[src/hw/rtl/chd_pkg.sv]
// Shared types and constants for the HTTP chunked body decoder.
// No dependencies; the parser, the top level and the testbench import this package.
package chd_pkg;

	// Width of the chunk size counter; the size saturates at all ones.
	localparam int SIZE_BITS = 32;

	// End status codes reported with the body's last byte.
	localparam logic [1:0] ST_OK     = 2'd0;
	localparam logic [1:0] ST_TRUNC  = 2'd1;
	localparam logic [1:0] ST_NOCRLF = 2'd2;

	// Line terminator and white space bytes.
	localparam logic [7:0] CH_CR  = 8'h0d;
	localparam logic [7:0] CH_LF  = 8'h0a;
	localparam logic [7:0] CH_SP  = 8'h20;
	localparam logic [7:0] CH_TAB = 8'h09;

	// Result of parsing one byte, from the parser to the output register.
	typedef struct packed {
		logic       has_result;
		logic [7:0] payload_byte;
		logic       payload_valid;
		logic       body_done;
		logic [1:0] end_status;
	} chd_result_t;

endpackage

[src/hw/rtl/chd_body_if.sv]
// Input channel of the chunked body decoder: one raw body byte per item.
// Depends on nothing.
interface chd_body_if;
	logic       valid;
	logic       ready;
	logic [7:0] body_byte;
	logic       body_last;

	modport source (output valid, output body_byte, output body_last, input ready);
	modport sink (input valid, input body_byte, input body_last, output ready);
endinterface

[src/hw/rtl/chd_payload_if.sv]
// Output channel of the chunked body decoder: payload byte and end status.
// Depends on nothing.
interface chd_payload_if;
	logic       valid;
	logic       ready;
	logic [7:0] payload_byte;
	logic       payload_valid;
	logic       body_done;
	logic [1:0] end_status;

	modport source (output valid, output payload_byte, output payload_valid,
		output body_done, output end_status, input ready);
	modport sink (input valid, input payload_byte, input payload_valid,
		input body_done, input end_status, output ready);
endinterface

[src/hw/rtl/chd_in_stage.sv]
// Input register of the chunked body decoder.
// Depends on chd_body_if.
module chd_in_stage (
	input  logic       clk,
	input  logic       arst_n,
	chd_body_if.sink   body,
	input  logic       advance,
	output logic       valid_s1,
	output logic [7:0] byte_s1,
	output logic       last_s1
);

	logic take;

	// Take a new item when the stage is empty or its item moves on now
	assign body.ready = !valid_s1 || advance;
	assign take = body.valid && body.ready;

	// Hold control state
	always_ff @(posedge clk or negedge arst_n) begin
		if (!arst_n) begin
			valid_s1 <= 1'b0;
		end else if (body.ready) begin
			valid_s1 <= body.valid;
		end
	end

	// Capture payload
	always_ff @(posedge clk) begin
		if (take) begin
			byte_s1 <= body.body_byte;
			last_s1 <= body.body_last;
		end
	end

endmodule

[src/hw/rtl/chd_parser.sv]
// Chunk size line and data parser; holds the decoder state.
// Depends on chd_pkg.
module chd_parser (
	input  logic                 clk,
	input  logic                 arst_n,
	input  logic [7:0]           in_byte,
	input  logic                 in_last,
	input  logic                 advance,
	output chd_pkg::chd_result_t result
);
	import chd_pkg::*;

	typedef enum logic [2:0] {
		M_SIZE,
		M_SIZE_LF,
		M_DATA,
		M_DATA_CR,
		M_DATA_LF,
		M_DONE
	} mode_t;

	mode_t                mode_q, mode_d;
	logic [SIZE_BITS-1:0] size_q, size_d;
	logic                 ended_q, ended_d;
	logic                 saw_q, saw_d;
	logic [1:0]           err_q, err_d;
	logic                 emit;
	logic                 is_hex;
	logic [3:0]           nib;
	logic                 live;

	// Decode a hex digit
	always_comb begin
		is_hex = 1'b1;
		nib = 4'd0;
		if (in_byte inside {[8'h30:8'h39]}) begin
			nib = in_byte[3:0];
		end else if (in_byte inside {[8'h61:8'h66], [8'h41:8'h46]}) begin
			nib = in_byte[3:0] + 4'd9;
		end else begin
			is_hex = 1'b0;
		end
	end

	// Advance the parse mode for one byte
	always_comb begin
		mode_d  = mode_q;
		size_d  = size_q;
		ended_d = ended_q;
		saw_d   = saw_q;
		err_d   = err_q;
		emit    = 1'b0;
		case (mode_q)
			M_SIZE: begin
				if (in_byte == CH_CR) begin
					ended_d = ended_q | saw_q;
					mode_d = M_SIZE_LF;
				end else if (ended_q) begin
					ended_d = 1'b1;
				end else if (!saw_q && (in_byte == CH_SP || in_byte == CH_TAB)) begin
					saw_d = 1'b0;
				end else if (!is_hex) begin
					ended_d = 1'b1;
				end else begin
					saw_d = 1'b1;
					// Saturate when a shift by one digit would overflow
					if (size_q[SIZE_BITS-1 -: 4] != 4'd0) begin
						size_d = '1;
					end else begin
						size_d = {size_q[SIZE_BITS-5:0], nib};
					end
				end
			end
			M_SIZE_LF: begin
				if (in_byte == CH_LF) begin
					if (size_q == '0) begin
						mode_d = M_DONE;
						err_d = ST_OK;
					end else begin
						mode_d = M_DATA;
					end
				end else if (in_byte == CH_CR) begin
					ended_d = 1'b1;
				end else begin
					ended_d = 1'b1;
					mode_d = M_SIZE;
				end
			end
			M_DATA: begin
				emit = 1'b1;
				size_d = size_q - SIZE_BITS'(1);
				if (size_q == SIZE_BITS'(1)) begin
					mode_d = M_DATA_CR;
				end
			end
			M_DATA_CR: begin
				if (in_byte == CH_CR) begin
					mode_d = M_DATA_LF;
				end else begin
					mode_d = M_DONE;
					err_d = ST_NOCRLF;
				end
			end
			M_DATA_LF: begin
				if (in_byte == CH_LF) begin
					mode_d = M_SIZE;
					size_d = '0;
					ended_d = 1'b0;
					saw_d = 1'b0;
				end else begin
					mode_d = M_DONE;
					err_d = ST_NOCRLF;
				end
			end
			default: begin
				mode_d = mode_q;
			end
		endcase
	end

	// Build the result; any mode outside the parsing ones counts as stopped
	assign live = (mode_d == M_SIZE) || (mode_d == M_SIZE_LF) || (mode_d == M_DATA) ||
		(mode_d == M_DATA_CR) || (mode_d == M_DATA_LF);

	always_comb begin
		result.has_result    = emit || in_last;
		result.payload_byte  = emit ? in_byte : 8'd0;
		result.payload_valid = emit;
		result.body_done     = in_last;
		result.end_status    = !in_last ? ST_OK : (live ? ST_TRUNC : err_d);
	end

	// Hold state; drop back to a fresh body after the last byte
	always_ff @(posedge clk or negedge arst_n) begin
		if (!arst_n) begin
			mode_q  <= M_SIZE;
			size_q  <= '0;
			ended_q <= 1'b0;
			saw_q   <= 1'b0;
			err_q   <= ST_OK;
		end else if (advance) begin
			if (in_last) begin
				mode_q  <= M_SIZE;
				size_q  <= '0;
				ended_q <= 1'b0;
				saw_q   <= 1'b0;
				err_q   <= ST_OK;
			end else begin
				mode_q  <= mode_d;
				size_q  <= size_d;
				ended_q <= ended_d;
				saw_q   <= saw_d;
				err_q   <= err_d;
			end
		end
	end

endmodule

[src/hw/rtl/http_chunked_body_decoder.sv]
// Top level of the HTTP chunked body decoder: input register, parser, result register.
// Depends on chd_pkg, chd_body_if, chd_payload_if, chd_in_stage and chd_parser.
//
//   channel   dir   handshake      item contents
//   body      in    valid/ready    body_byte, body_last
//   payload   out   valid/ready    payload_byte, payload_valid, body_done, end_status
//
// One body byte per cycle sustained unless the payload channel stalls. The parser
// updates mode and size counter between the input register and the result register.
// Reset clears all control state; no clearing pass is needed.
// A stalled payload channel holds the result register, and the input register
// then fills and stalls the body channel; bytes that give no result still pass.
module http_chunked_body_decoder (
	input  logic          clk,
	input  logic          arst_n,
	chd_body_if.sink      body,
	chd_payload_if.source payload
);
	import chd_pkg::*;

	logic        valid_s1;
	logic [7:0]  byte_s1;
	logic        last_s1;
	logic        advance;
	logic        out_free;
	chd_result_t result;
	logic        out_valid_q;
	logic [7:0]  payload_byte_q;
	logic        payload_valid_q;
	logic        body_done_q;
	logic [1:0]  end_status_q;

	// The result register is free when empty or being taken this cycle
	assign out_free = !out_valid_q || payload.ready;
	assign advance  = valid_s1 && (out_free || !result.has_result);

	chd_in_stage u_in_stage (
		.clk      (clk),
		.arst_n   (arst_n),
		.body     (body),
		.advance  (advance),
		.valid_s1 (valid_s1),
		.byte_s1  (byte_s1),
		.last_s1  (last_s1)
	);

	chd_parser u_parser (
		.clk     (clk),
		.arst_n  (arst_n),
		.in_byte (byte_s1),
		.in_last (last_s1),
		.advance (advance),
		.result  (result)
	);

	// Hold the result valid flag
	always_ff @(posedge clk or negedge arst_n) begin
		if (!arst_n) begin
			out_valid_q <= 1'b0;
		end else if (out_free) begin
			out_valid_q <= valid_s1 && result.has_result;
		end
	end

	// Load result payload
	always_ff @(posedge clk) begin
		if (out_free && valid_s1 && result.has_result) begin
			payload_byte_q  <= result.payload_byte;
			payload_valid_q <= result.payload_valid;
			body_done_q     <= result.body_done;
			end_status_q    <= result.end_status;
		end
	end

	assign payload.valid         = out_valid_q;
	assign payload.payload_byte  = payload_byte_q;
	assign payload.payload_valid = payload_valid_q;
	assign payload.body_done     = body_done_q;
	assign payload.end_status    = end_status_q;

	// Every result carries a payload byte or closes the body
	a_result_nonempty: assert property (@(posedge clk) disable iff (!arst_n)
		payload.valid |-> (payload.payload_valid || payload.body_done))
		else $error("result with neither payload nor body end");

	// Status is only reported with the body's last byte
	a_status_at_end: assert property (@(posedge clk) disable iff (!arst_n)
		(payload.valid && !payload.body_done) |-> (payload.end_status == ST_OK))
		else $error("end status set before body end");

	// A byte without payload meaning is zero
	a_byte_zero: assert property (@(posedge clk) disable iff (!arst_n)
		(payload.valid && !payload.payload_valid) |-> (payload.payload_byte == 8'd0))
		else $error("payload byte set without payload");

	// A waiting result is not overwritten by the parser
	a_no_overwrite: assert property (@(posedge clk) disable iff (!arst_n)
		(out_valid_q && !payload.ready) |=> (out_valid_q && $stable(end_status_q)))
		else $error("stalled result lost");

endmodule

[src/flat_wrapper.sv]
// flat-port wrapper written by rule: the top's interface ports become plain ports
module http_chunked_body_decoder_flat import chd_pkg::*;
  (clk, arst_n, body_valid, body_body_byte, body_body_last, body_ready, payload_valid, payload_payload_byte, payload_payload_valid, payload_body_done, payload_end_status, payload_ready);
  chd_body_if body_i ();
  chd_payload_if payload_i ();
  input  logic clk;
  input  logic arst_n;
  input wire logic [$bits(body_i.valid)-1:0] body_valid;
  input wire logic [$bits(body_i.body_byte)-1:0] body_body_byte;
  input wire logic [$bits(body_i.body_last)-1:0] body_body_last;
  output wire logic [$bits(body_i.ready)-1:0] body_ready;
  output wire logic [$bits(payload_i.valid)-1:0] payload_valid;
  output wire logic [$bits(payload_i.payload_byte)-1:0] payload_payload_byte;
  output wire logic [$bits(payload_i.payload_valid)-1:0] payload_payload_valid;
  output wire logic [$bits(payload_i.body_done)-1:0] payload_body_done;
  output wire logic [$bits(payload_i.end_status)-1:0] payload_end_status;
  input wire logic [$bits(payload_i.ready)-1:0] payload_ready;
  assign body_i.valid = body_valid;
  assign body_i.body_byte = body_body_byte;
  assign body_i.body_last = body_body_last;
  assign body_ready = body_i.ready;
  assign payload_valid = payload_i.valid;
  assign payload_payload_byte = payload_i.payload_byte;
  assign payload_payload_valid = payload_i.payload_valid;
  assign payload_body_done = payload_i.body_done;
  assign payload_end_status = payload_i.end_status;
  assign payload_i.ready = payload_ready;
  http_chunked_body_decoder u_core (.clk(clk), .arst_n(arst_n), .body(body_i), .payload(payload_i));
endmodule
[config.mk]
export PLATFORM = sky130hd
export DESIGN_NAME = http_chunked_body_decoder_flat
export DESIGN_NICKNAME = d
export VERILOG_FILES = /design/src/hw/rtl/chd_pkg.sv /design/src/hw/rtl/chd_body_if.sv /design/src/hw/rtl/chd_payload_if.sv /design/src/hw/rtl/chd_in_stage.sv /design/src/hw/rtl/chd_parser.sv /design/src/hw/rtl/http_chunked_body_decoder.sv /design/src/flat_wrapper.sv
export SDC_FILE = /design/constraint.sdc
export NUM_CORES = 1
export LEC_CHECK = 0
export BUFFER_PORTS_ARGS = -buffer_cell sky130_fd_sc_hd__clkbuf_2
export CAP_MARGIN = 25
export CORE_ASPECT_RATIO = 0.6
export CORE_MARGIN = 1.5
export CORE_UTILIZATION = 60
export DETAILED_ROUTE_END_ITERATION = 8
export PLACE_DENSITY = 0.81
export RECOVER_POWER = 100
export SYNTH_ARGS = -nofsm -noshare
export SYNTH_HDL_FRONTEND = slang
export SYNTH_HIERARCHICAL = 1
export SYNTH_SLANG_ARGS = --single-unit
[constraint.sdc]
create_clock -name clk -period 6.6 [get_ports clk]
set_input_delay 0.33 -clock clk [delete_from_list [all_inputs] [get_ports clk]]
set_output_delay 0.33 -clock clk [all_outputs]
set_load 0.03 [all_outputs]
-- Word-level counts from Yosys, hierarchy flattened
Cells that the tools add are included.
- memory bits (writable): 0
- memory bits (read-only): 0
- register bits after elaboration: 62
- word-level logic and storage cells: 121
- latch bits: 0
- output and inout bits: 14
- bits of input ports: 13
- memories kept: 0
- mux-type cells: 43
- add/subtract/negate cells: 2
- shift operators: 0
- div/mod/pow operators: 0
- multiply operators: 0
- order comparisons: 6
- bitwise gates (word level): 2
- reduce and logical (&&, ||, !) cells: 34
- eq/ne operators: 20
- operators with widths (kind ; number):
    $mux 32 ; 7
    $pmux 32 s3 ; 1
    $eq 32x1->1 const B ; 1
    $logic_not 32->1 ; 1
    $sub 32x1->32 const B ; 1
    $eq 8x4->1 const B ; 3
    $mux 3 ; 7
    $ne 3x2->1 const B ; 6
    $mux 1 ; 17
    $ge 8x7->1 const B ; 2
    $le 8x7->1 const B ; 2
    $pmux 3 s5 ; 1
    $eq 3x2->1 const B ; 4
    $reduce_bool 4->1 ; 3
    $mux 2 ; 5
    $logic_and 1x1->1 ; 9
    $logic_or 1x1->1 ; 9
    $eq 8x6->1 const B ; 1
    $ge 8x6->1 const B ; 1
    $le 8x6->1 const B ; 1
    $mux 4 ; 2
    $reduce_and 7->1 ; 1
    $eq 3x1->1 const B ; 2
    $eq 3x3->1 const B ; 2
    other kinds (14) ; 18

-- Depth between registers and ports, before layout
Gate-level depths: netlist of the first run.
- depth in word-level cells: 12
- mapped depth: 13
- mapped depth without buffers: 9

-- Cells and area by module
Netlist of the first run, hierarchy kept.
- modules (own cells, without submodules) (module ; times used ; area an instance (µm²) ; sequential area each (µm²) ; cells each):
    chd_parser ; 1 ; 3039.2 ; 975.9 ; 378
    http_chunked_body_decoder ; 1 ; 424.2 ; 385.4 ; 18
    chd_in_stage ; 1 ; 324.1 ; 295.3 ; 13

-- Least setup slack after synthesis of the first run
Ideal clock, no wire load.
- path type: register to register
- from: reg u_core.u_parser.mode_q[2]
- to: reg u_core.u_parser.size_q[21]
- path buffers: 5
- required time: 6522 ps
- setup time: 78 ps
- stages on the path, launching flop included: 14
- arrival: 2747 ps
- setup slack: 3775 ps
- cells stage by stage: dfrtp_1 -> clkbuf_1 -> or3_1 -> clkbuf_1 -> buf_1 -> nand2_1 -> a21boi_2 -> clkbuf_1 -> nor2b_1 -> nand2_1 -> a211oi_2 -> buf_4 -> nand2_1 -> o2bb2ai_1
- RTL lines (item ; line ; RTL):
    from (decl) ; chd_parser.sv:22 ; mode_t mode_q, mode_d;
    from (signal assigned) ; chd_parser.sv:149 ; mode_q <= mode_d;
    to (signal assigned) ; chd_parser.sv:150 ; size_q <= size_d;
    to (decl) ; chd_parser.sv:23 ; logic [SIZE_BITS-1:0] size_q, size_d;

==> run metrics, run 1 <==
status finished, violations left; failing checks capacitance limit, slew limit; post-route antenna net violation count 0; Worst path depth 9; Final HPWL DP around 6900 µm; Synth Area in Compound Gates 26.3%; vias per cell just under 7; GR Overflow Total 0; clock sink count 62; Clk network pwr share 26.2%; clk_lat worst skew between 300 and 400 ps; PwrDens 338 nW/µm²; Tot Pwr about 0.0014 W; crit-path leading delay family compound AO/OA/AOI/OAI gates; Chip Width roughly 110 µm; GP Congestion 0.945; CTS H-Tree Depth 3; most frequent cells in the layout 49 x o21ai_0, 41 x dfrtp_1, 33 x nand2_1; worst hold path type in -> reg; Total GRT Usage 32.0%; layout cells sized above 1 ~11%; CP most frequent cell nand2_1; initial antenna violation count 0; fin nets ~450; crit share post-route 74.5%; final slew viol count 49; P_leak 1.52 nW; Mapped Area 3790 µm²; Bufs and invs on worst path 1; clock skew between 9 and 10 ps; Synth Flop Type dfrtp_1; mux share of post-synthesis cell area 0%; first-pass GRT wire length 16,600 µm; worst-path maximum fanout 21; DRC 0; Combinational Power Share between 20% and 30%; number of synthesized register bits 62; via count ~3,500; Hold WS 150 ps; ys async rst share around two thirds; data required time at the worst endpoint slightly below 7000 ps; CTS tree done; Internal 0.000856 W; Yosys warnings 6; Core Area between 6000 and 7000 µm²; R2R depth 9; Max Clock Freq 0.203 GHz; # diodes 0; switch share 38.3%; Simple-Gate Fraction of Synth Area 22.6%; RSZ-0062 raised after global routing no; Max-cap violations 2; worst-margin pin slew between 1500 and 2000 ps; Post-Synth XOR/XNOR Area 1.16%; die footprint ~6800 µm²; TNS Setup 0 ps; maximum VDD drop ~150 µV; Max stage delay cell, worst path a211oi_1; IO Count 27; vias in the first global route 3,156; initial core utilization 62.0%; largest net degree at the start of global routing 35; Worst setup EP type flip-flop; drt pass-1 iters 5; Tmin final 4920 ps; DR iter-0 viols about 480; input/output buffers 26; routed len/inst 19.9 µm; synthesis-to-finish area growth 8.42%; commonest non-fill, non-tap cell in the layout o21ai_0; Post-synth EDFFs 21; Synth Area in Adders 2.31%; combinational family with the most area after synthesis compound AO/OA/AOI/OAI gates; Netlist cell types 70; Slew HR -28.0%; WS Path Type reg -> reg; syn nets 429; Worst path max stage delay between 1000 and 1500 ps; Root Buffer clkbuf_8; register area share after synthesis 43.7%; Seq pwr share roughly 46%; Detailed Route WL 10,300 µm; cell chain of the critical path inv_1 -> or3_1 -> nand2_1 -> a21boi_0 -> nor2b_1 -> nand2_1 -> a211oi_1 -> o221ai_1 -> nand2_1; Cells after Synth roughly 410; Hold Violations, Final 0; clock transition at the registers of the reported paths 70 ps; row count 22; CTS Buffer Depth 2; syn_area_per_cell 9.26 µm²; # setup viols final 0; CTS buffer count 9; NetSw 0.000531 W; WP data arrival 5200 ps; Die Ht 64.5 µm; Worst setup SP type flip-flop; Hold Crit Depth 1
-- timing repair --
action / 4_1_cts / 5_1_grt
hold buffers: 1 / 0
setup buffers: 0 / 0
endpoints found under the hold margin: 7 / 0
gates resized for setup: 0 / 0
-- kinds of logic (layout without fill, tap and decap cells) --
| kind of cell | after synthesis | in the layout |
|---|---|---|
| AOI/OAI and AO/OA | 148 | 148 |
| DFF | 62 | 62 |
| buffers and inverters | 33 | 58 |
| xor gates and xnor gates | 5 | 5 |
| adders and majority gates | 7 | 7 |
| and+or+nand+nor | 154 | 154 |
-- worst paths after layout --
kind | startpoint | to | slack, ps
min reg2reg | u_core/u_parser/saw_q | u_core/u_parser/saw_q | 520
max | u_core/u_parser/mode_q[1] | u_core/u_parser/size_q[28] | 1680
min | body_body_byte[3] | u_core/u_in_stage/byte_s1[3] | 150
max in group asynchronous | arst_n | u_core/u_parser/size_q[18] | 4060
min in group asynchronous | arst_n | u_core/u_parser/size_q[10] | 400
max reg2reg | u_core/u_parser/mode_q[1] | u_core/u_parser/size_q[28] | 1680
-- stage by stage --
| step | setup WS, ps | cell area (µm²) | utilization [%] | instances |
|---|---|---|---|---|
| after detailed placement | 3070 | 3950 | 64.6 | 499 |
| final | 1680 | 4110 | 67.2 | 518 |
| after CTS | 3030 | 4170 | 68.2 | 516 |
| after floorplan | 3780 | 3790 | - | 409 |
| after global placement | 3190 | 3930 | 64.3 | 498 |
| after global routing | 1370 | 4110 | 67.2 | 518 |
-- state kept, by name, summed over array words and instances, names as in the netlist --
| register | flops |
|---|---|
| u_core/payload.end_status | 2 |
| u_core/payload.body_done | 1 |
| u_core/u_parser/ended_q | 1 |
| u_core/payload.payload_byte | 8 |
| u_core/u_parser/mode_q | 3 |
| u_core/u_in_stage/valid_s1 | 1 |
| u_core/u_in_stage/last_s1 | 1 |
| u_core/u_parser/size_q | 32 |
| u_core/payload.payload_valid | 1 |
| u_core/u_parser/saw_q | 1 |
| u_core/u_in_stage/byte_s1 | 8 |
| u_core/u_parser/err_q | 2 |
| u_core/payload.valid | 1 |
-- layer usage --
layer | routed length [µm] | vias to the layer above | global-route usage, %
li1 | - | 1588 | -
met1 | 4500 | 1654 | 47.8
met2 | 4150 | 278 | 43.5
met3 | 1500 | 24 | 11.1
met4 | 159 | 0 | 9.46
met5 | 0 | - | 0
-- power groups by stage --
stage | Clock (W) | Combinational, W | Sequential [W]
floorplan | 0 | 0.000286 | 0.000597
global placement | 0 | 0.000363 | 0.000631
detailed placement | 0 | 0.000377 | 0.000636
CTS | 0.000367 | 0.000381 | 0.000629
global route | 0.000382 | 0.000421 | 0.000651
finish | 0.000363 | 0.000386 | 0.000638
-- synth_stat cells (3+ instances only) --
cell | n | share of area [%]
a22o_1 | 11 | 2.5
o21ai_0 | 49 | 6.5
a21oi_1 | 27 | 3.6
nor3_2 | 4 | 1.1
a21o_1 | 3 | 0.59
xor2_1 | 3 | 0.69
a31oi_1 | 7 | 1.2
o21a_1 | 5 | 0.99
o21ai_1 | 3 | 0.40
buf_2 | 4 | 0.53
o22a_1 | 5 | 1.2
nor3b_1 | 3 | 0.59
ha_1 | 7 | 2.3
clkbuf_1 | 14 | 1.4
nor4_1 | 7 | 1.2
o221ai_1 | 8 | 1.9
inv_1 | 9 | 0.89
nor3_1 | 14 | 1.9
nor2b_1 | 4 | 0.66
buf_4 | 3 | 0.59
and2_1 | 8 | 1.3
or2_2 | 6 | 0.99
nand3_1 | 11 | 1.5
a31o_2 | 3 | 0.69
nand4_1 | 3 | 0.50
nand2b_1 | 7 | 1.2
dfrtp_1 | 41 | 27
or3_1 | 6 | 0.99
or4_1 | 4 | 0.79
edfxtp_1 | 21 | 17
nand2_1 | 33 | 3.3
nor2_1 | 29 | 2.9
-- worst reg2reg max path, delay by kind of cell, from the launching register on --
kind	cells	cell delay [ps]
AOI/OAI and AO/OA	3	2800
and+or+nand+nor	5	1410
buffers and inverters	1	140
DFF	1	510
-- area by class of cell --
| cell class | instances | area (µm²) |
|---|---|---|
| timing repair buffer | 32 | 145 |
| clock buffer | 9 | 124 |
| sequential | 62 | 1660 |
| tap | 84 | 105 |
| clock inverter | 7 | 88.8 |
| multi-input combinational | 314 | 1950 |
| fill | 512 | 2000 |
| inverter | 10 | 37.5 |
Note: power is estimated with default switching activity, not from simulation.
==> inputs of run 2 (changes only) <==
--- a/config.mk
+++ b/config.mk
@@ -5,13 +5,14 @@
 export SDC_FILE = /design/constraint.sdc
 export NUM_CORES = 1
 export LEC_CHECK = 0
+export ABC_AREA = 1
 export BUFFER_PORTS_ARGS = -buffer_cell sky130_fd_sc_hd__clkbuf_2
 export CAP_MARGIN = 25
 export CORE_ASPECT_RATIO = 0.6
 export CORE_MARGIN = 1.5
-export CORE_UTILIZATION = 60
+export CORE_UTILIZATION = 55
 export DETAILED_ROUTE_END_ITERATION = 8
-export PLACE_DENSITY = 0.81
+export PLACE_DENSITY = 0.78
 export RECOVER_POWER = 100
 export SYNTH_ARGS = -nofsm -noshare
 export SYNTH_HDL_FRONTEND = slang
==> constraint.sdc (replaced) <==
create_clock -name clk -period 4.4 [get_ports clk]
set_input_delay 0.22 -clock clk [delete_from_list [all_inputs] [get_ports clk]]
set_output_delay 0.22 -clock clk [all_outputs]
set_load 0.03 [all_outputs]
==> run metrics, run 2 <==
status finished, final reports clean (was finished, violations left); ys async rst share 66.1% (unchanged); fin nets 628 (was 449); final slew viol count 0 (was 49); clk_lat worst skew 330 ps (was 360 ps); Synth Area in Adders 2.12% (was 2.31%); Synth Flop Type dfrtp_1 (unchanged); Simple-Gate Fraction of Synth Area 35.7% (was 22.6%); Max Clock Freq 0.303 GHz (was 0.203 GHz); PwrDens 588 nW/µm² (was 338 nW/µm²); Max stage delay cell, worst path inv_1 (was a211oi_1); Post-synth EDFFs 21 (unchanged); Die Ht 70.1 µm (was 64.5 µm); Final HPWL DP 7580 µm (was 6940 µm); cell chain of the critical path inv_1 -> nor3_1 -> inv_1 -> nand2_1 -> nand3_1 -> nand2_1 -> inv_1 -> nand2_1 -> a21oi_1 -> o21ai_0 -> clkinv_1 -> nand3_4 -> inv_2 -> nand3_1 -> nand2_1 (was inv_1 -> or3_1 -> nand2_1 -> a21boi_0 -> nor2b_1 -> nand2_1 -> a211oi_1 -> o221ai_1 -> nand2_1); CTS Buffer Depth 2 (unchanged); Reg area 1660 µm² (unchanged); worst-path maximum fanout 25 (was 21); R2R depth 15 (was 9); Worst setup EP type flip-flop (unchanged); crit-path leading delay family simple AND/OR/NAND/NOR gates (was compound AO/OA/AOI/OAI gates); top-count cell post-synth nand2_1 (was o21ai_0); Core Area 7270 µm² (was 6110 µm²); IO Count 27 (unchanged); vias per cell 5.63 (was 6.84); # setup viols final 0 (unchanged); CP most frequent cell nand2_1 (unchanged); CTS buffer count 9 (unchanged); syn_area_per_cell 7.05 µm² (was 9.26 µm²); Netlist cell types 38 (was 70); vias in the first global route 3,685 (was 3,156); post-layout util 63.4% (was 67.2%); row count 24 (was 22); P_leak 2.06 nW (was 1.52 nW); register area share after synthesis 40.1% (was 43.7%); combinational family with the most area after synthesis simple AND/OR/NAND/NOR gates (was compound AO/OA/AOI/OAI gates); Bufs and invs on worst path 5 (was 1); initial core utilization 56.8% (was 62.0%); syn nets 606 (was 429); initial antenna violation count 0 (unchanged); Synth top cells by count 165 x nand2_1, 85 x nor2_1, 49 x inv_1 (was 49 x o21ai_0, 41 x dfrtp_1, 33 x nand2_1); Critical R2R Launch u_core/u_parser/mode_q[1] (unchanged); layout cells sized above 1 10.1% (was 11.1%); clock sink count 62 (unchanged); die footprint 8060 µm² (was 6810 µm²); r2r setup slk 1100 ps (was 1680 ps); fill count 646 (was 512); post-route antenna net violation count 0 (unchanged); Synth Area in Compound Gates 11.7% (was 26.3%); Tmin final 3300 ps (was 4920 ps); Chip Width 115 µm (was 106 µm); max reg flops 32 (unchanged); GR Overflow Total 0 (unchanged); maximum VDD drop 367 µV (was 150 µV); Root Buffer clkbuf_16 (was clkbuf_8); endpoint with the worst hold slack u_core/u_in_stage/byte_s1[1] (was u_core/u_in_stage/byte_s1[3]); Slew HR 18.9% (was -28.0%); hold path startpoint body_body_byte[1] (was body_body_byte[3]); area of the multi-input gates 2140 µm² (was 1950 µm²); Yosys warnings 6 (unchanged); postcts setup bufs 0 (unchanged); largest net degree at the start of global routing 35 (unchanged); Biggest register u_core/u_parser/size_q (unchanged); GP Congestion 0.942 (was 0.945); dpl ws 1750 ps (was 3070 ps); Hold Violations, Final 0 (unchanged); CTS tree done (unchanged); WP data arrival 3520 ps (was 5200 ps); Worst R2R End u_core/u_parser/size_q[30] (was u_core/u_parser/size_q[28]); Cells after Synth 586 (was 409); clock skew 7.32 ps (was 9.52 ps); drt pass-1 iters 5 (unchanged); Max-cap violations 0 (was 2); Post-Synth XOR/XNOR Area 2.33% (was 1.16%); # diodes 0 (unchanged); most frequent cells in the layout 165 x nand2_1, 86 x nor2_1, 51 x inv_1 (was 49 x o21ai_0, 41 x dfrtp_1, 33 x nand2_1); Synth top area share 24.8% (was 27.1%); mux share of post-synthesis cell area 0% (unchanged); worst-margin pin slew 1220 ps (was 1920 ps); Mapped Area 4130 µm² (was 3790 µm²); Worst setup SP type flip-flop (unchanged); DRC 0 (unchanged); synthesis-to-finish area growth 11.6% (was 8.42%); Worst path max stage delay 570 ps (was 1440 ps); Hold Crit Depth 1 (unchanged); Total GRT Usage 28.8% (was 32.0%); crit share post-route 74.9% (was 74.5%); Hold WS 57.2 ps (was 150 ps); worst hold path type in -> reg (unchanged); Detailed Route WL 10,700 µm (was 10,300 µm); via count 4,034 (was 3,544); RSZ-0062 raised after global routing no (unchanged); first-pass GRT wire length 18,000 µm (was 16,600 µm); cells resized by post-CTS repair 0 (unchanged); fin worst setup slack 1100 ps (was 1680 ps); synth top area cells dfrtp_1 25%, edfxtp_1 15%, nand2_1 15% (was dfrtp_1 27%, edfxtp_1 17%, o21ai_0 6.5%); TNS Setup 0 ps (unchanged); data required time at the worst endpoint 4620 ps (was 6880 ps); commonest non-fill, non-tap cell in the layout nand2_1 (was o21ai_0); area leader, netlist dfrtp_1 (unchanged); clock transition at the registers of the reported paths 60 ps (was 70 ps); input/output buffers 26 (unchanged); DR iter-0 viols 512 (was 476); number of synthesized register bits 62 (unchanged); routed len/inst 14.9 µm (was 19.9 µm); WS Path Type reg -> reg (unchanged); CTS H-Tree Depth 3 (unchanged)
## run 2: changes by cell type in the layout (fill, tap and decap cells not counted), moves of 8 or more
cell	change
nor2_2	+13
o21ai_1	+8
clkbuf_8	-8
nand3_1	+34
nand2_1	+132
a22o_1	-11
clkbuf_16	+9
nor2_1	+57
a21oi_1	-15
nor3_1	-9
nand2b_1	-8
inv_1	+42
## run 2: logic make-up (layout without fill, tap and decap cells)
family,count (synthesis),count (layout)
fa+ha+maj,7,7
flops,62,62
compound gates,90,90
simple gates,337,337
xor+xnor,11,11
buf+inv,79,106
## run 2: layout make-up
| class | instances | share of cell area (%) |
|---|---|---|
| clock inverter | 5 | 1.79 |
| inverter | 60 | 4.88 |
| sequential | 62 | 35.9 |
| multi-input combinational | 445 | 46.4 |
| clock buffer | 11 | 5.26 |
| timing repair buffer | 30 | 2.96 |
| tap | 104 | 2.82 |
## run 2: metal layers
layer	vias to the layer above	share of wire (%)	track usage [%]
met3	13	10	6.77
met2	228	40	38.2
met4	0	0.65	7.27
met5	-	0	0
li1	1941	-	-
met1	1852	49	46.4
## run 2: worst max path at each step
stage	start	slack, ps	cells after the start	end
3_5_place_dp	u_core/u_parser/mode_q[1]	1750	9	u_core/u_parser/size_q[1]
4_1_cts	u_core/u_parser/mode_q[1]	1740	9	u_core/u_parser/size_q[1]
5_1_grt	u_core/u_parser/mode_q[1]	810	15	u_core/u_parser/size_q[30]
6_report	u_core/u_parser/mode_q[1]	1100	15	u_core/u_parser/size_q[30]
2_1_floorplan	u_core/u_parser/mode_q[1]	2190	18	u_core/u_parser/size_q[19]
3_3_place_gp	u_core/u_parser/mode_q[1]	1810	9	u_core/u_parser/size_q[1]
## run 2: where the power goes
group	internal [W]	switching (W)
combinational	0.000311	0.000652
sequential	0.000756	0.000227
clock	0.000512	0.000254
## run 2: what timing repair did
item,4_1_cts,5_1_grt
endpoints found under the hold margin,19,0
hold buffers,1,0
setup endpoints to repair,0,0
## run 2: stage by stage
| stage | cells | instance area [µm²] | power (W) |
|---|---|---|---|
| after floorplan | 586 | 4130 | 0.00168 |
| after global placement | 698 | 4290 | 0.00189 |
| after global routing | 717 | 4610 | 0.00291 |
| after CTS | 717 | 4660 | 0.00271 |
| after detailed placement | 700 | 4330 | 0.00192 |
| final | 717 | 4610 | 0.00271 |
==> inputs of run 3 (changes only) <==
==> constraint.sdc (replaced) <==
create_clock -name clk -period 2.8 [get_ports clk]
set_input_delay 0.14 -clock clk [delete_from_list [all_inputs] [get_ports clk]]
set_output_delay 0.14 -clock clk [all_outputs]
set_load 0.03 [all_outputs]
==> run metrics, run 3 (synthesized netlist as in run 2, its figures left out) <==
end of the critical path u_core/u_parser/size_q[12] (was u_core/u_parser/size_q[30]); die footprint 8060 µm² (unchanged); clk_lat worst skew 330 ps (about the same); DR iter-0 viols 484 (was 512); input/output buffers 26 (unchanged); r2r setup slk 440 ps (was 1100 ps); CTS H-Tree Depth 3 (unchanged); Worst setup EP type flip-flop (unchanged); Chip Width 115 µm (unchanged); RSZ-0062 raised after global routing no (unchanged); met2 Use GR 39.1% (was 38.2%); Core Area 7270 µm² (unchanged); CTS tree done (unchanged); IO Count 27 (unchanged); Hold Violations, Final 0 (unchanged); # setup viols final 0 (unchanged); max reg flops 32 (unchanged); vias per cell 5.59 (was 5.63); hold path startpoint payload_ready (was body_body_byte[1]); Hold Crit Depth 4 (was 1); CTS Buffer Depth 2 (unchanged); layout cells sized above 1 10.7% (was 10.1%); first-pass GRT wire length 18,100 µm (was 18,000 µm); worst-margin pin slew 1090 ps (was 1220 ps); Max Clock Freq 0.423 GHz (was 0.303 GHz); cells resized by post-CTS repair 0 (unchanged); commonest non-fill, non-tap cell in the layout nand2_1 (unchanged); synthesis-to-finish area growth 13.8% (was 11.6%); P_leak 2.10 nW (was 2.06 nW); DRC 0 (unchanged); Tmin final 2360 ps (was 3300 ps); CTS buffer count 9 (unchanged); fin worst setup slack 437 ps (was 1100 ps); clock skew 5.70 ps (was 7.32 ps); Worst R2R End u_core/u_parser/size_q[12] (was u_core/u_parser/size_q[30]); clock transition at the registers of the reported paths 50 ps (was 60 ps); fin nets 644 (was 628); dpl ws 591 ps (was 1750 ps); CP startpoint u_core/u_in_stage/byte_s1[0] (was u_core/u_parser/mode_q[1]); busiest grt layer met1 (unchanged); Detailed Route WL 11,000 µm (was 10,700 µm); maximum VDD drop 451 µV (was 367 µV); initial core utilization 56.8% (unchanged); Worst path max stage delay 440 ps (was 570 ps); WS Path Type reg -> reg (unchanged); data required time at the worst endpoint 3040 ps (was 4620 ps); row count 24 (unchanged); status finished, final reports clean (unchanged); Final HPWL DP 7540 µm (was 7580 µm); Bufs and invs on worst path 2 (was 5); worst hold path type in -> reg (unchanged); GP Congestion 0.957 (was 0.942); vias in the first global route 3,585 (was 3,685); TNS Setup 0 ps (unchanged); Max stage delay cell, worst path edfxtp_1 (was inv_1); drt pass-1 iters 5 (unchanged); crit-path leading delay family simple AND/OR/NAND/NOR gates (unchanged); final slew viol count 0 (unchanged); post-route antenna net violation count 0 (unchanged); routed len/inst 15.0 µm (was 14.9 µm); Tot Pwr 0.00407 W (was 0.00271 W); most frequent cells in the layout 166 x nand2_1, 86 x nor2_1, 53 x o21ai_0 (was 165 x nand2_1, 86 x nor2_1, 51 x inv_1); Hold WS 82.2 ps (was 57.2 ps); Biggest register u_core/u_parser/size_q (unchanged); clock sink count 62 (unchanged); Max-cap violations 0 (unchanged); M1 GR Usage 45.5% (was 46.4%); PwrDens 866 nW/µm² (was 588 nW/µm²); WP data arrival 2600 ps (was 3520 ps); Worst path depth 11 (was 15); Slew HR 27.3% (was 18.9%); R2R depth 11 (was 15); initial antenna violation count 0 (unchanged); worst-path maximum fanout 16 (was 25); GR Overflow Total 0 (unchanged); Root Buffer clkbuf_16 (unchanged); # diodes 0 (unchanged); via count 4,098 (was 4,034); largest net degree at the start of global routing 35 (unchanged); met3 usage 9.55% (was 6.77%); Critical R2R Launch u_core/u_in_stage/byte_s1[0] (was u_core/u_parser/mode_q[1]); cell chain of the critical path inv_1 -> ha_1 -> nand3_1 -> nor2_4 -> nor2_2 -> nand2_2 -> nand2_1 -> nor2_8 -> nand3_4 -> buf_4 -> o21ai_0 (was inv_1 -> nor3_1 -> inv_1 -> nand2_1 -> nand3_1 -> nand2_1 -> inv_1 -> nand2_1 -> a21oi_1 -> o21ai_0 -> clkinv_1 -> nand3_4 -> inv_2 -> nand3_1 -> nand2_1); Die Ht 70.1 µm (unchanged); Worst setup SP type flip-flop (unchanged); Total GRT Usage 29.4% (was 28.8%); crit share post-route 84.4% (was 74.9%)
==> run 3: worst min-delay path, cell delays in order <==
cell and delay (ps):
clkbuf_2 70, inv_1 50, nand2_1 60, nand2_1 50
==> run 3: power breakdown <==
part           internal, W  leakage [nW]  switching [W]  total [W]
clock network     0.000590         0.127       0.000384   0.000974
registers          0.00119         0.724       0.000359    0.00155
logic             0.000513          1.25        0.00104    0.00155
==> run 3: timing repair <==
item	in CTS	in global routing
setup buffers	0	0
endpoints found under the hold margin	27	0
hold buffers	11	0
setup endpoints to repair	0	0
==> run 3: how the worst min path moves through the flow <==
stage	to
floorplan	u_core/payload.valid
global placement	u_core/u_in_stage/last_s1
detailed placement	u_core/u_parser/size_q[30]
CTS	u_core/payload.valid
global route	u_core/payload.valid
finish	u_core/payload.valid
==> run 3: layout make-up <==
class	count	area (µm²)
clock buffer	11	233
sequential	62	1660
timing repair buffer	46	294
fill	662	2570
tap	104	130
multi-input combinational	445	2130
inverter	60	225
clock inverter	5	26.3
==> run 3: metal layers <==
layer  up-vias  share of wire, %
met4         0              0.50
met2       231                41
met3         5                11
met5         -                 0
met1      1888                48
li1       1974                 -
==> run 3: stage by stage <==
step,instance area (µm²),util [%],instances
final,4700,64.7,733
after CTS,4740,65.2,733
after detailed placement,4370,60.1,706
after global placement,4350,59.8,705
after global routing,4700,64.7,733
after floorplan,4130,-,586
